### src/wsmc_pkg.sv
// Shared types, constants and helpers for the watch setting-mode controller.
package wsmc_pkg;

  localparam int unsigned CorrW    = 5;
  localparam int unsigned TiltW    = 8;
  localparam int unsigned ThW      = 15;
  localparam int unsigned LimW     = 7;
  localparam int unsigned CfgIdxW  = 2;
  localparam int unsigned CfgDataW = 15;
  localparam int unsigned InDataW  = 40;
  localparam int unsigned OutDataW = 24;

  localparam logic [CorrW-1:0] CorrMax    = 5'd30;
  localparam logic [CorrW-1:0] DayCorrMax = 5'd24;

  localparam logic [ThW-1:0]  FlipThRst  = 15'd7000;
  localparam logic [ThW-1:0]  TiltThRst  = 15'd1024;
  localparam logic [LimW-1:0] TiltLimRst = 7'd50;

  // Configuration register indexes.
  localparam logic [CfgIdxW-1:0] CfgFlipTh  = 2'd0;
  localparam logic [CfgIdxW-1:0] CfgTiltTh  = 2'd1;
  localparam logic [CfgIdxW-1:0] CfgTiltLim = 2'd2;

  // Screen codes as reported on the result.
  localparam logic [3:0] ScrFade  = 4'd0;
  localparam logic [3:0] ScrTime  = 4'd1;
  localparam logic [3:0] ScrHour  = 4'd2;
  localparam logic [3:0] ScrMin   = 4'd3;
  localparam logic [3:0] ScrDeb   = 4'd4;
  localparam logic [3:0] ScrCMin  = 4'd5;
  localparam logic [3:0] ScrCHour = 4'd6;
  localparam logic [3:0] ScrCDay  = 4'd7;
  localparam logic [3:0] ScrCMon  = 4'd8;
  localparam logic [3:0] ScrEmpty = 4'd9;

  typedef enum logic [8:0] {
    ModeFade  = 9'b000000001,
    ModeTime  = 9'b000000010,
    ModeHour  = 9'b000000100,
    ModeMin   = 9'b000001000,
    ModeDeb   = 9'b000010000,
    ModeCMin  = 9'b000100000,
    ModeCHour = 9'b001000000,
    ModeCDay  = 9'b010000000,
    ModeCMon  = 9'b100000000
  } mode_e;

  typedef enum logic [2:0] {
    PhIdle  = 3'b001,
    PhFlip  = 3'b010,
    PhArmed = 3'b100
  } phase_e;

  typedef struct packed {
    logic              req_type;
    logic              woken;
    logic              right_edge;
    logic              left_edge;
    logic              right_held;
    logic              left_held;
    logic              tap;
    logic signed [15:0] accel_z;
    logic signed [15:0] accel_y;
  } in_item_t;

  typedef struct packed {
    logic [3:0]        screen;
    logic [CorrW-1:0]  shown_value;
    logic signed [2:0] hour_change;
    logic signed [2:0] minute_change;
    logic              prolong_short;
    logic              prolong_long;
    logic              prolong_very_long;
    logic              acted;
  } out_item_t;

  typedef struct packed {
    mode_e                        mode;
    logic                         input_enabled;
    phase_e                       phase;
    logic signed [TiltW-1:0]      tilt_count;
    logic [3:0][CorrW-1:0]        corr;
  } state_t;

  typedef struct packed {
    logic [ThW-1:0]  flip_th;
    logic [ThW-1:0]  tilt_th;
    logic [LimW-1:0] tilt_lim;
  } cfg_t;

  function automatic logic [3:0] screen_code(mode_e m);
    logic [3:0] s;
    case (m)
      ModeFade:  s = ScrFade;
      ModeTime:  s = ScrTime;
      ModeHour:  s = ScrHour;
      ModeMin:   s = ScrMin;
      ModeDeb:   s = ScrDeb;
      ModeCMin:  s = ScrCMin;
      ModeCHour: s = ScrCHour;
      ModeCDay:  s = ScrCDay;
      ModeCMon:  s = ScrCMon;
      default:   s = ScrEmpty;
    endcase
    return s;
  endfunction

endpackage

### src/wsmc_step.sv
// One step of the mode machine: next state and result for a single item.
module wsmc_step (
  input  wsmc_pkg::in_item_t  item_i,
  input  wsmc_pkg::state_t    state_i,
  input  wsmc_pkg::cfg_t      cfg_i,
  output wsmc_pkg::state_t    state_o,
  output wsmc_pkg::out_item_t res_o
);

  // Accelerometer compares, all in 17-bit signed arithmetic.
  logic signed [16:0] z_ext, fth_ext, y_neg, tth_ext;
  logic               z_down, z_up;
  // The count is worked one bit wider so that it cannot wrap before the limit fires.
  logic signed [wsmc_pkg::TiltW:0]   tilt_cur, tilt_tmp, lim_ext;
  logic signed [wsmc_pkg::TiltW-1:0] tilt_next;
  logic                              fire_up, fire_dn;
  logic signed [2:0]                 tilt_step;

  always_comb begin
    z_ext   = {item_i.accel_z[15], item_i.accel_z};
    fth_ext = {2'b00, cfg_i.flip_th};
    z_down  = z_ext < -fth_ext;
    z_up    = z_ext > fth_ext;

    // Negated Y saturates at the top of the 16-bit range.
    if (item_i.accel_y == 16'sh8000) begin
      y_neg = 17'sd32767;
    end else begin
      y_neg = -{item_i.accel_y[15], item_i.accel_y};
    end
    tth_ext  = {2'b00, cfg_i.tilt_th};
    tilt_cur = {state_i.tilt_count[wsmc_pkg::TiltW-1], state_i.tilt_count};
    if (y_neg > tth_ext) begin
      tilt_tmp = tilt_cur + 9'sd1;
    end else if (y_neg < -tth_ext) begin
      tilt_tmp = tilt_cur - 9'sd1;
    end else begin
      tilt_tmp = '0;
    end
    lim_ext   = {2'b00, cfg_i.tilt_lim};
    fire_up   = tilt_tmp > lim_ext;
    fire_dn   = tilt_tmp < -lim_ext;
    tilt_next = (fire_up || fire_dn) ? '0 : tilt_tmp[wsmc_pkg::TiltW-1:0];
    tilt_step = fire_up ? 3'sd1 : (fire_dn ? -3'sd1 : 3'sd0);
  end

  // Correction edit for the value selected by the current screen.
  logic [1:0]                 corr_idx;
  logic [wsmc_pkg::CorrW-1:0] corr_cur, corr_max, corr_mid, corr_new;
  logic                       both_held, adv_right, corr_adv;

  always_comb begin
    case (state_i.mode)
      wsmc_pkg::ModeCHour: corr_idx = 2'd1;
      wsmc_pkg::ModeCDay:  corr_idx = 2'd2;
      wsmc_pkg::ModeCMon:  corr_idx = 2'd3;
      default:             corr_idx = 2'd0;
    endcase
    corr_cur  = state_i.corr[corr_idx];
    corr_max  = (corr_idx == 2'd2) ? wsmc_pkg::DayCorrMax : wsmc_pkg::CorrMax;
    both_held = item_i.right_held && item_i.left_held;

    corr_mid = corr_cur;
    if (item_i.right_edge) begin
      corr_mid = (corr_cur == '0) ? corr_max : corr_cur - 5'd1;
    end
    adv_right = item_i.right_edge && both_held;
    corr_new  = corr_mid;
    if (item_i.left_edge && !adv_right) begin
      corr_new = (corr_mid == corr_max) ? '0 : corr_mid + 5'd1;
    end
    corr_adv = adv_right || (item_i.left_edge && both_held);
  end

  // Mode machine.
  wsmc_pkg::mode_e mode_cur;
  logic            enabled, wake_short, any_held;

  always_comb begin
    state_o  = state_i;
    res_o    = '0;
    res_o.screen = wsmc_pkg::ScrEmpty;
    mode_cur   = state_i.mode;
    enabled    = state_i.input_enabled;
    wake_short = 1'b0;
    any_held   = item_i.right_held || item_i.left_held;

    if (item_i.req_type) begin
      state_o.mode          = wsmc_pkg::ModeFade;
      state_o.input_enabled = 1'b0;
      state_o.phase         = wsmc_pkg::PhIdle;
      res_o.acted           = 1'b1;
    end else if (item_i.woken) begin
      res_o.acted  = 1'b1;
      res_o.screen = wsmc_pkg::screen_code(state_i.mode);
      if (state_i.mode == wsmc_pkg::ModeCMin || state_i.mode == wsmc_pkg::ModeCHour ||
          state_i.mode == wsmc_pkg::ModeCDay || state_i.mode == wsmc_pkg::ModeCMon) begin
        res_o.shown_value = corr_cur;
      end

      if (state_i.mode == wsmc_pkg::ModeFade) begin
        mode_cur            = wsmc_pkg::ModeTime;
        res_o.prolong_short = 1'b1;
      end
      enabled               = state_i.input_enabled || !any_held;
      state_o.input_enabled = enabled;
      state_o.mode          = mode_cur;

      if (enabled) begin
        case (mode_cur)
          wsmc_pkg::ModeTime, wsmc_pkg::ModeDeb: begin
            if (item_i.right_edge && item_i.left_held) state_o.mode = wsmc_pkg::ModeHour;
            if (item_i.tap) begin
              case (state_i.phase)
                wsmc_pkg::PhIdle: begin
                  if (z_down) begin
                    state_o.phase = wsmc_pkg::PhFlip;
                    state_o.mode  = wsmc_pkg::ModeDeb;
                  end
                end
                wsmc_pkg::PhFlip: begin
                  if (z_up) begin
                    state_o.mode            = wsmc_pkg::ModeHour;
                    res_o.prolong_very_long = 1'b1;
                    state_o.phase           = wsmc_pkg::PhArmed;
                  end else begin
                    state_o.mode  = wsmc_pkg::ModeTime;
                    state_o.phase = wsmc_pkg::PhIdle;
                  end
                end
                default: ;
              endcase
              res_o.prolong_long = 1'b1;
            end
            wake_short = 1'b1;
          end
          wsmc_pkg::ModeHour: begin
            if (item_i.right_edge) state_o.mode = wsmc_pkg::ModeMin;
            if (item_i.tap) begin
              state_o.mode            = wsmc_pkg::ModeMin;
              res_o.prolong_very_long = 1'b1;
            end
            res_o.hour_change = {2'b00, item_i.left_edge};
            if (state_i.phase == wsmc_pkg::PhArmed) begin
              res_o.hour_change  = {2'b00, item_i.left_edge} + tilt_step;
              state_o.tilt_count = tilt_next;
            end
          end
          wsmc_pkg::ModeMin: begin
            if (item_i.right_edge) state_o.mode = wsmc_pkg::ModeTime;
            if (both_held) state_o.mode = wsmc_pkg::ModeCMin;
            if (item_i.tap) state_o.mode = z_down ? wsmc_pkg::ModeCMin : wsmc_pkg::ModeTime;
            res_o.minute_change = {2'b00, item_i.left_edge};
            if (state_i.phase == wsmc_pkg::PhArmed) begin
              res_o.minute_change = {2'b00, item_i.left_edge} + tilt_step;
              state_o.tilt_count  = tilt_next;
            end
          end
          wsmc_pkg::ModeCMin, wsmc_pkg::ModeCHour, wsmc_pkg::ModeCDay,
          wsmc_pkg::ModeCMon: begin
            state_o.corr[corr_idx] = corr_new;
            if (corr_adv) begin
              case (mode_cur)
                wsmc_pkg::ModeCMin:  state_o.mode = wsmc_pkg::ModeCHour;
                wsmc_pkg::ModeCHour: state_o.mode = wsmc_pkg::ModeCDay;
                wsmc_pkg::ModeCDay:  state_o.mode = wsmc_pkg::ModeCMon;
                default:             state_o.mode = wsmc_pkg::ModeTime;
              endcase
            end
          end
          default: begin
            state_o.mode = wsmc_pkg::ModeTime;
          end
        endcase
        if (any_held) begin
          if (wake_short) begin
            res_o.prolong_short = 1'b1;
          end else begin
            res_o.prolong_long = 1'b1;
          end
        end
      end
    end
  end

endmodule

### src/watch_setting_mode_controller.sv
// Top level of the watch setting-mode controller: beat registers, state and configuration.
//
//   Channel   Direction  Handshake                  Payload
//   s_axis    in         s_axis_tvalid/tready       tdata: wake tick fields, tuser: req_type
//   m_axis    out        m_axis_tvalid/tready       tdata: one result per input beat
//   cfg       in         cfg_valid_i/cfg_ready_o    cfg_index_i, cfg_data_i
//
// Each input beat is captured in an input register, evaluated by one short combinational
// step, and the result lands in an output register before it leaves on m_axis.
// One beat per cycle is sustained; the only limit is the output register draining.
// The mode, gesture and correction state updates when a beat moves into the output register.
// A stall on m_axis holds both registers and drops s_axis_tready once the input one is full.
// Reset (rst_ni low, asynchronous) returns state and configuration to their defaults.
module watch_setting_mode_controller (
  input  logic                               clk_i,
  input  logic                               rst_ni,

  input  logic                               s_axis_tvalid,
  output logic                               s_axis_tready,
  // Fields from bit 0 up: woken, right_edge, left_edge, right_held, left_held, tap,
  // accel_z[15:0], accel_y[15:0], then two zero bits.
  input  logic [wsmc_pkg::InDataW-1:0]       s_axis_tdata,
  // Fields from bit 0 up: req_type.
  input  logic                               s_axis_tuser,

  output logic                               m_axis_tvalid,
  input  logic                               m_axis_tready,
  // Fields from bit 0 up: screen[3:0], shown_value[4:0], hour_change[2:0],
  // minute_change[2:0], prolong_short, prolong_long, prolong_very_long, acted,
  // then five zero bits.
  output logic [wsmc_pkg::OutDataW-1:0]      m_axis_tdata,

  input  logic                               cfg_valid_i,
  output logic                               cfg_ready_o,
  input  logic [wsmc_pkg::CfgIdxW-1:0]       cfg_index_i,
  input  logic [wsmc_pkg::CfgDataW-1:0]      cfg_data_i
);

  // Input register holding the accepted beat.
  logic                 in_valid_q;
  wsmc_pkg::in_item_t   in_q;
  wsmc_pkg::in_item_t   in_d;

  // Output register holding the finished result.
  logic                 out_valid_q;
  wsmc_pkg::out_item_t  out_q;
  wsmc_pkg::out_item_t  out_d;

  // Controller state and configuration.
  wsmc_pkg::state_t     state_q, state_d;
  wsmc_pkg::cfg_t       cfg_q;

  logic                 advance;

  // A beat leaves the input register whenever the output register is free or draining.
  assign advance       = in_valid_q && (!out_valid_q || m_axis_tready);
  assign s_axis_tready = !in_valid_q || advance;
  assign cfg_ready_o   = 1'b1;

  always_comb begin
    in_d.req_type   = s_axis_tuser;
    in_d.woken      = s_axis_tdata[0];
    in_d.right_edge = s_axis_tdata[1];
    in_d.left_edge  = s_axis_tdata[2];
    in_d.right_held = s_axis_tdata[3];
    in_d.left_held  = s_axis_tdata[4];
    in_d.tap        = s_axis_tdata[5];
    in_d.accel_z    = s_axis_tdata[21:6];
    in_d.accel_y    = s_axis_tdata[37:22];
  end

  wsmc_step u_step (
    .item_i  (in_q),
    .state_i (state_q),
    .cfg_i   (cfg_q),
    .state_o (state_d),
    .res_o   (out_d)
  );

  always_ff @(posedge clk_i or negedge rst_ni) begin
    if (!rst_ni) begin
      in_valid_q  <= 1'b0;
      out_valid_q <= 1'b0;
    end else begin
      if (s_axis_tready) begin
        in_valid_q <= s_axis_tvalid;
      end
      if (advance) begin
        out_valid_q <= 1'b1;
      end else if (m_axis_tready) begin
        out_valid_q <= 1'b0;
      end
    end
  end

  // Payload registers carry no reset.
  always_ff @(posedge clk_i) begin
    if (s_axis_tready && s_axis_tvalid) begin
      in_q <= in_d;
    end
    if (advance) begin
      out_q <= out_d;
    end
  end

  always_ff @(posedge clk_i or negedge rst_ni) begin
    if (!rst_ni) begin
      state_q.mode          <= wsmc_pkg::ModeFade;
      state_q.input_enabled <= 1'b0;
      state_q.phase         <= wsmc_pkg::PhIdle;
      state_q.tilt_count    <= '0;
      state_q.corr          <= '0;
    end else if (advance) begin
      state_q <= state_d;
    end
  end

  // Writes to an index beyond the register list are taken and dropped.
  always_ff @(posedge clk_i or negedge rst_ni) begin
    if (!rst_ni) begin
      cfg_q.flip_th  <= wsmc_pkg::FlipThRst;
      cfg_q.tilt_th  <= wsmc_pkg::TiltThRst;
      cfg_q.tilt_lim <= wsmc_pkg::TiltLimRst;
    end else if (cfg_valid_i) begin
      case (cfg_index_i)
        wsmc_pkg::CfgFlipTh:  cfg_q.flip_th  <= cfg_data_i[wsmc_pkg::ThW-1:0];
        wsmc_pkg::CfgTiltTh:  cfg_q.tilt_th  <= cfg_data_i[wsmc_pkg::ThW-1:0];
        wsmc_pkg::CfgTiltLim: cfg_q.tilt_lim <= cfg_data_i[wsmc_pkg::LimW-1:0];
        default: ;
      endcase
    end
  end

  assign m_axis_tvalid = out_valid_q;
  assign m_axis_tdata  = {5'b00000,
                          out_q.acted,
                          out_q.prolong_very_long,
                          out_q.prolong_long,
                          out_q.prolong_short,
                          out_q.minute_change,
                          out_q.hour_change,
                          out_q.shown_value,
                          out_q.screen};

endmodule

### config.mk
export PLATFORM = sky130hd
export DESIGN_NAME = watch_setting_mode_controller
export DESIGN_NICKNAME = d
export VERILOG_FILES = /design/src/wsmc_pkg.sv /design/src/wsmc_step.sv /design/src/watch_setting_mode_controller.sv
export SDC_FILE = /design/constraint.sdc
export NUM_CORES = 1
export LEC_CHECK = 0
export BUFFER_PORTS_ARGS = -buffer_cell sky130_fd_sc_hd__clkbuf_2
export CAP_MARGIN = 25
export CORE_UTILIZATION = 55
export DETAILED_ROUTE_END_ITERATION = 8
export GPL_TIMING_DRIVEN = 0
export PLACE_DENSITY = 0.78
export RECOVER_POWER = 25
export SKIP_CTS_REPAIR_TIMING = 1
export SLEW_MARGIN = 20
export SYNTH_ARGS = -nofsm -noshare
export SYNTH_HDL_FRONTEND = slang
export SYNTH_HIERARCHICAL = 1
export SYNTH_SLANG_ARGS = --single-unit
export TNS_END_PERCENT = 30
### constraint.sdc
create_clock -name clk_i -period 5.65 [get_ports clk_i]
set_clock_uncertainty 0.1 [all_clocks]
set_input_delay 0.2825 -clock clk_i [delete_from_list [all_inputs] [get_ports clk_i]]
set_output_delay 0.2825 -clock clk_i [all_outputs]
set_load 0.02 [all_outputs]
==> reports/results.txt <==
total power = 0.00339 W
Initial Utilization = 56.6%
mapped cell area = 0.00982 mm^2
n_diodes = 0
Routed Antenna Nets = 0
Critical Path Max Stage Delay = 0.54 ns
Flop pwr share = 37.1%
first-pass GRT wire length = 38200 um
switching share of total power = 33.3%
unrepaired setup endpoints after global routing = yes
Seq/Total Area, Yosys = 38.3%
synth top area cells = edfxtp_1 (18%), dfrtp_1 (17%), ha_1 (10%), mux2_2 (9.2%), dfstp_2 (3.5%)
vias in the first global route = 7827
Tcrit/Tclk final = 111%
FF-to-FF path depth = 31
Clk pwr share = 32.1%
violated checks = max-capacitance violations, max-slew violations, negative setup slack
RD Place Congestion = 0.954
worst min-delay path class = primary input to flip-flop
post-DR wirelength/cell = 17.5 um
largest net degree at the start of global routing = 81
CTS tree = yes
Ys Warns = 6
Via Count = 8384
Register Area = 0.00376 mm^2
Max-Cap Viols = 1
DP HPWL = 17400 um
internal reg-to-reg setup slack = -0.64 ns
critical path's most frequent cell = ha_4
hold_sp = cfg_data_i[10]
post-synth cell types = 85
initial antenna violation count = 0
multi-input logic area = 0.00598 mm^2
total track usage = 26.7%
critical path arrival = 6.35 ns
Pleak = 5.19 nW
post-synth top area share = 17.7%
num ports = 90
combinational power share = 30.8%
vias per cell = 5.94
Final setup viols = 14
critical path fanouts, max = 8
Die Span Y = 136 um
Synth Register Bits = 138
# fillers = 1304
PwrDens = 281 mW/mm^2
Slew @ Worst Pin = 4.38 ns
Worst Setup Path Type = flip-flop to flip-flop
layout cells sized above 1 = 26.5%
switching power = 0.00113 W
fraction of registers with async set/reset = 58.0%
Reg clk slew, reported paths = 0.07 ns
Min-Delay Endpoint = cfg_q[32]
final hold violation count = 0
Max IR drop VDD = 0.229 mV
WHS = 0.0203 ns
DRC viols = 0
clock buffer depth = 2
Worst Setup End Kind = flip-flop
average size of a mapped cell = 9.79 um^2
final setup margin = -0.644 ns
CTS Buf Count = 17
Die X = 136 um
grt total ovfl = 0
WHS Path Cells = 2
initial drt markers = 576
Max Fclk = 159 MHz
# clock sinks = 138
area leader, netlist = edfxtp_1
Top FF cell, synth = dfrtp_1
status = complete, but fails checks
Worst EP required = 5.71 ns
insertion delay of the later-clocked pin in the worst-skew pair = 0.42 ns
Pint = 0.00226 W
Die Area = 0.0184 mm^2
Std-Cell Core Area = 0.0174 mm^2
DRT Wirelength = 24700 um
Area Growth Syn to Fin = 22.8%
min cycle time layout = 6.29 ns
crit start category = flip-flop
final layout net count = 1317
Synth Instances = 1004
Post-synth EDFFs = 58
slowest CP cell = or4_4
Root Driver = clkbuf_16
Final Max Slew Viols = 81
Slew HR = -192%
r2r endpoint = m_axis_tdata[10]
Placement Rows = 48
Max H-tree Level = 4
Port-buffer cells = 81
1st-pass router iterations = 6
Critical R2R Launch = in_q[0]
## cell usage after synthesis, types with 5 or more instances
library cell and n:
xnor2_1 32, nand3b_1 6, and3_1 9, clkbuf_1 18, o2111ai_1 5, a211oi_1 13
buf_6 5, nor4_1 18, nor3_1 33, and2_1 6, nand4_1 13, inv_1 68
dfrtp_1 67, mux2_2 80, dfstp_2 13, nor2b_1 11, or3_1 10, xor2_1 10
a21oi_1 53, nand2_1 74, a21o_1 14, buf_4 10, nor2_1 83, o31ai_1 11
edfxtp_1 58, a31oi_1 11, o22ai_1 5, o21ai_0 35, o21a_1 16, nand3_1 23
ha_1 81, nand2b_1 15
## power by group through the flow
stage,sequential [W],clock [W],combinational [W]
finish,0.00126,0.00109,0.00105
global route,0.00127,0.00115,0.00115
CTS,0.00125,0.00111,0.000894
detailed placement,0.00127,0,0.000881
global placement,0.00127,0,0.000850
floorplan,0.00125,0,0.000657
## placed cells by master (no fill, tap or decap), drive strengths merged, types with 32 or more instances in the layout
master       count
ha              81
xnor2           32
a21oi           53
clkbuf         121
o21ai           37
buf             42
nor2            83
dlygate4sd3     41
inv             76
nand2           74
edfxtp          58
mux2            81
nor3            33
dfrtp           67
## state kept, by name, summed over array words and instances (netlist names)
signal / count
m_axis_tdata: 19
in_q: 39
m_axis_tvalid: 1
state_q: 41
in_valid_q: 1
cfg_q: 37
## critical path, delay by kind of cell, from the launching register on
kind                       cells  cell delay (ns)
and+or+nand+nor               10             1.86
AOI/OAI and AO/OA             10             1.52
buffers and inverters          4             0.41
DFF                            1             0.43
muxes                          2             0.52
adders and majority gates      5             1.18
## per-stage QoR
stage               setup slack [ns]  setup TNS (ns)  cell area (um^2)  utilization (%)  instances
floorplan                     -0.287           -1.61              9870                -       1008
global placement               -1.05          -11.52             10600             60.8       1314
detailed placement             -1.24          -13.60             10600             61.1       1315
CTS                            -1.37          -15.31             11200             64.3       1347
global route                  -0.833          -10.15             12100             69.5       1411
finish                        -0.644           -7.46             12100             69.5       1411
## kinds of logic after synthesis
kind of cell,Yosys count,synth area share (%)
buffers and inverters,105,4.79
other,2,0.0764
AND/OR/NAND/NOR,334,17.8
adder cells (fa/ha/maj),84,10.6
flip-flops,138,38.3
AO/OA/AOI/OAI,215,15.1
multiplexers,84,9.63
XOR/XNOR,42,3.74
## layout make-up
type                            instances  share of cell area [%]
Multi-Input combinational cell        765                    49.5
Sequential cell                       138                    31.2
Timing Repair Buffer                  148                    8.56
Clock buffer                           21                    4.09
Tap cell                              225                    2.33
Inverter                               68                    2.12
Buffer                                 35                    1.59
Clock inverter                         11                   0.633
## layer usage
layer	GRT usage [%]	vias up	share of wire [%]
li1	-	4037	-
met1	35.0	3986	43
met2	43.5	309	48
met3	4.79	52	6.2
met4	10.5	0	2.7
met5	0	-	0
## worst max path at each step
stage | startpoint | endpoint
2_1_floorplan | in_q[0] | m_axis_tdata[13]
3_3_place_gp | in_q[0] | m_axis_tdata[13]
3_5_place_dp | in_q[0] | m_axis_tdata[10]
4_1_cts | in_q[0] | m_axis_tdata[10]
5_1_grt | in_q[12] | m_axis_tdata[10]
6_report | in_q[0] | m_axis_tdata[10]
(Power assumes the default switching activity.)
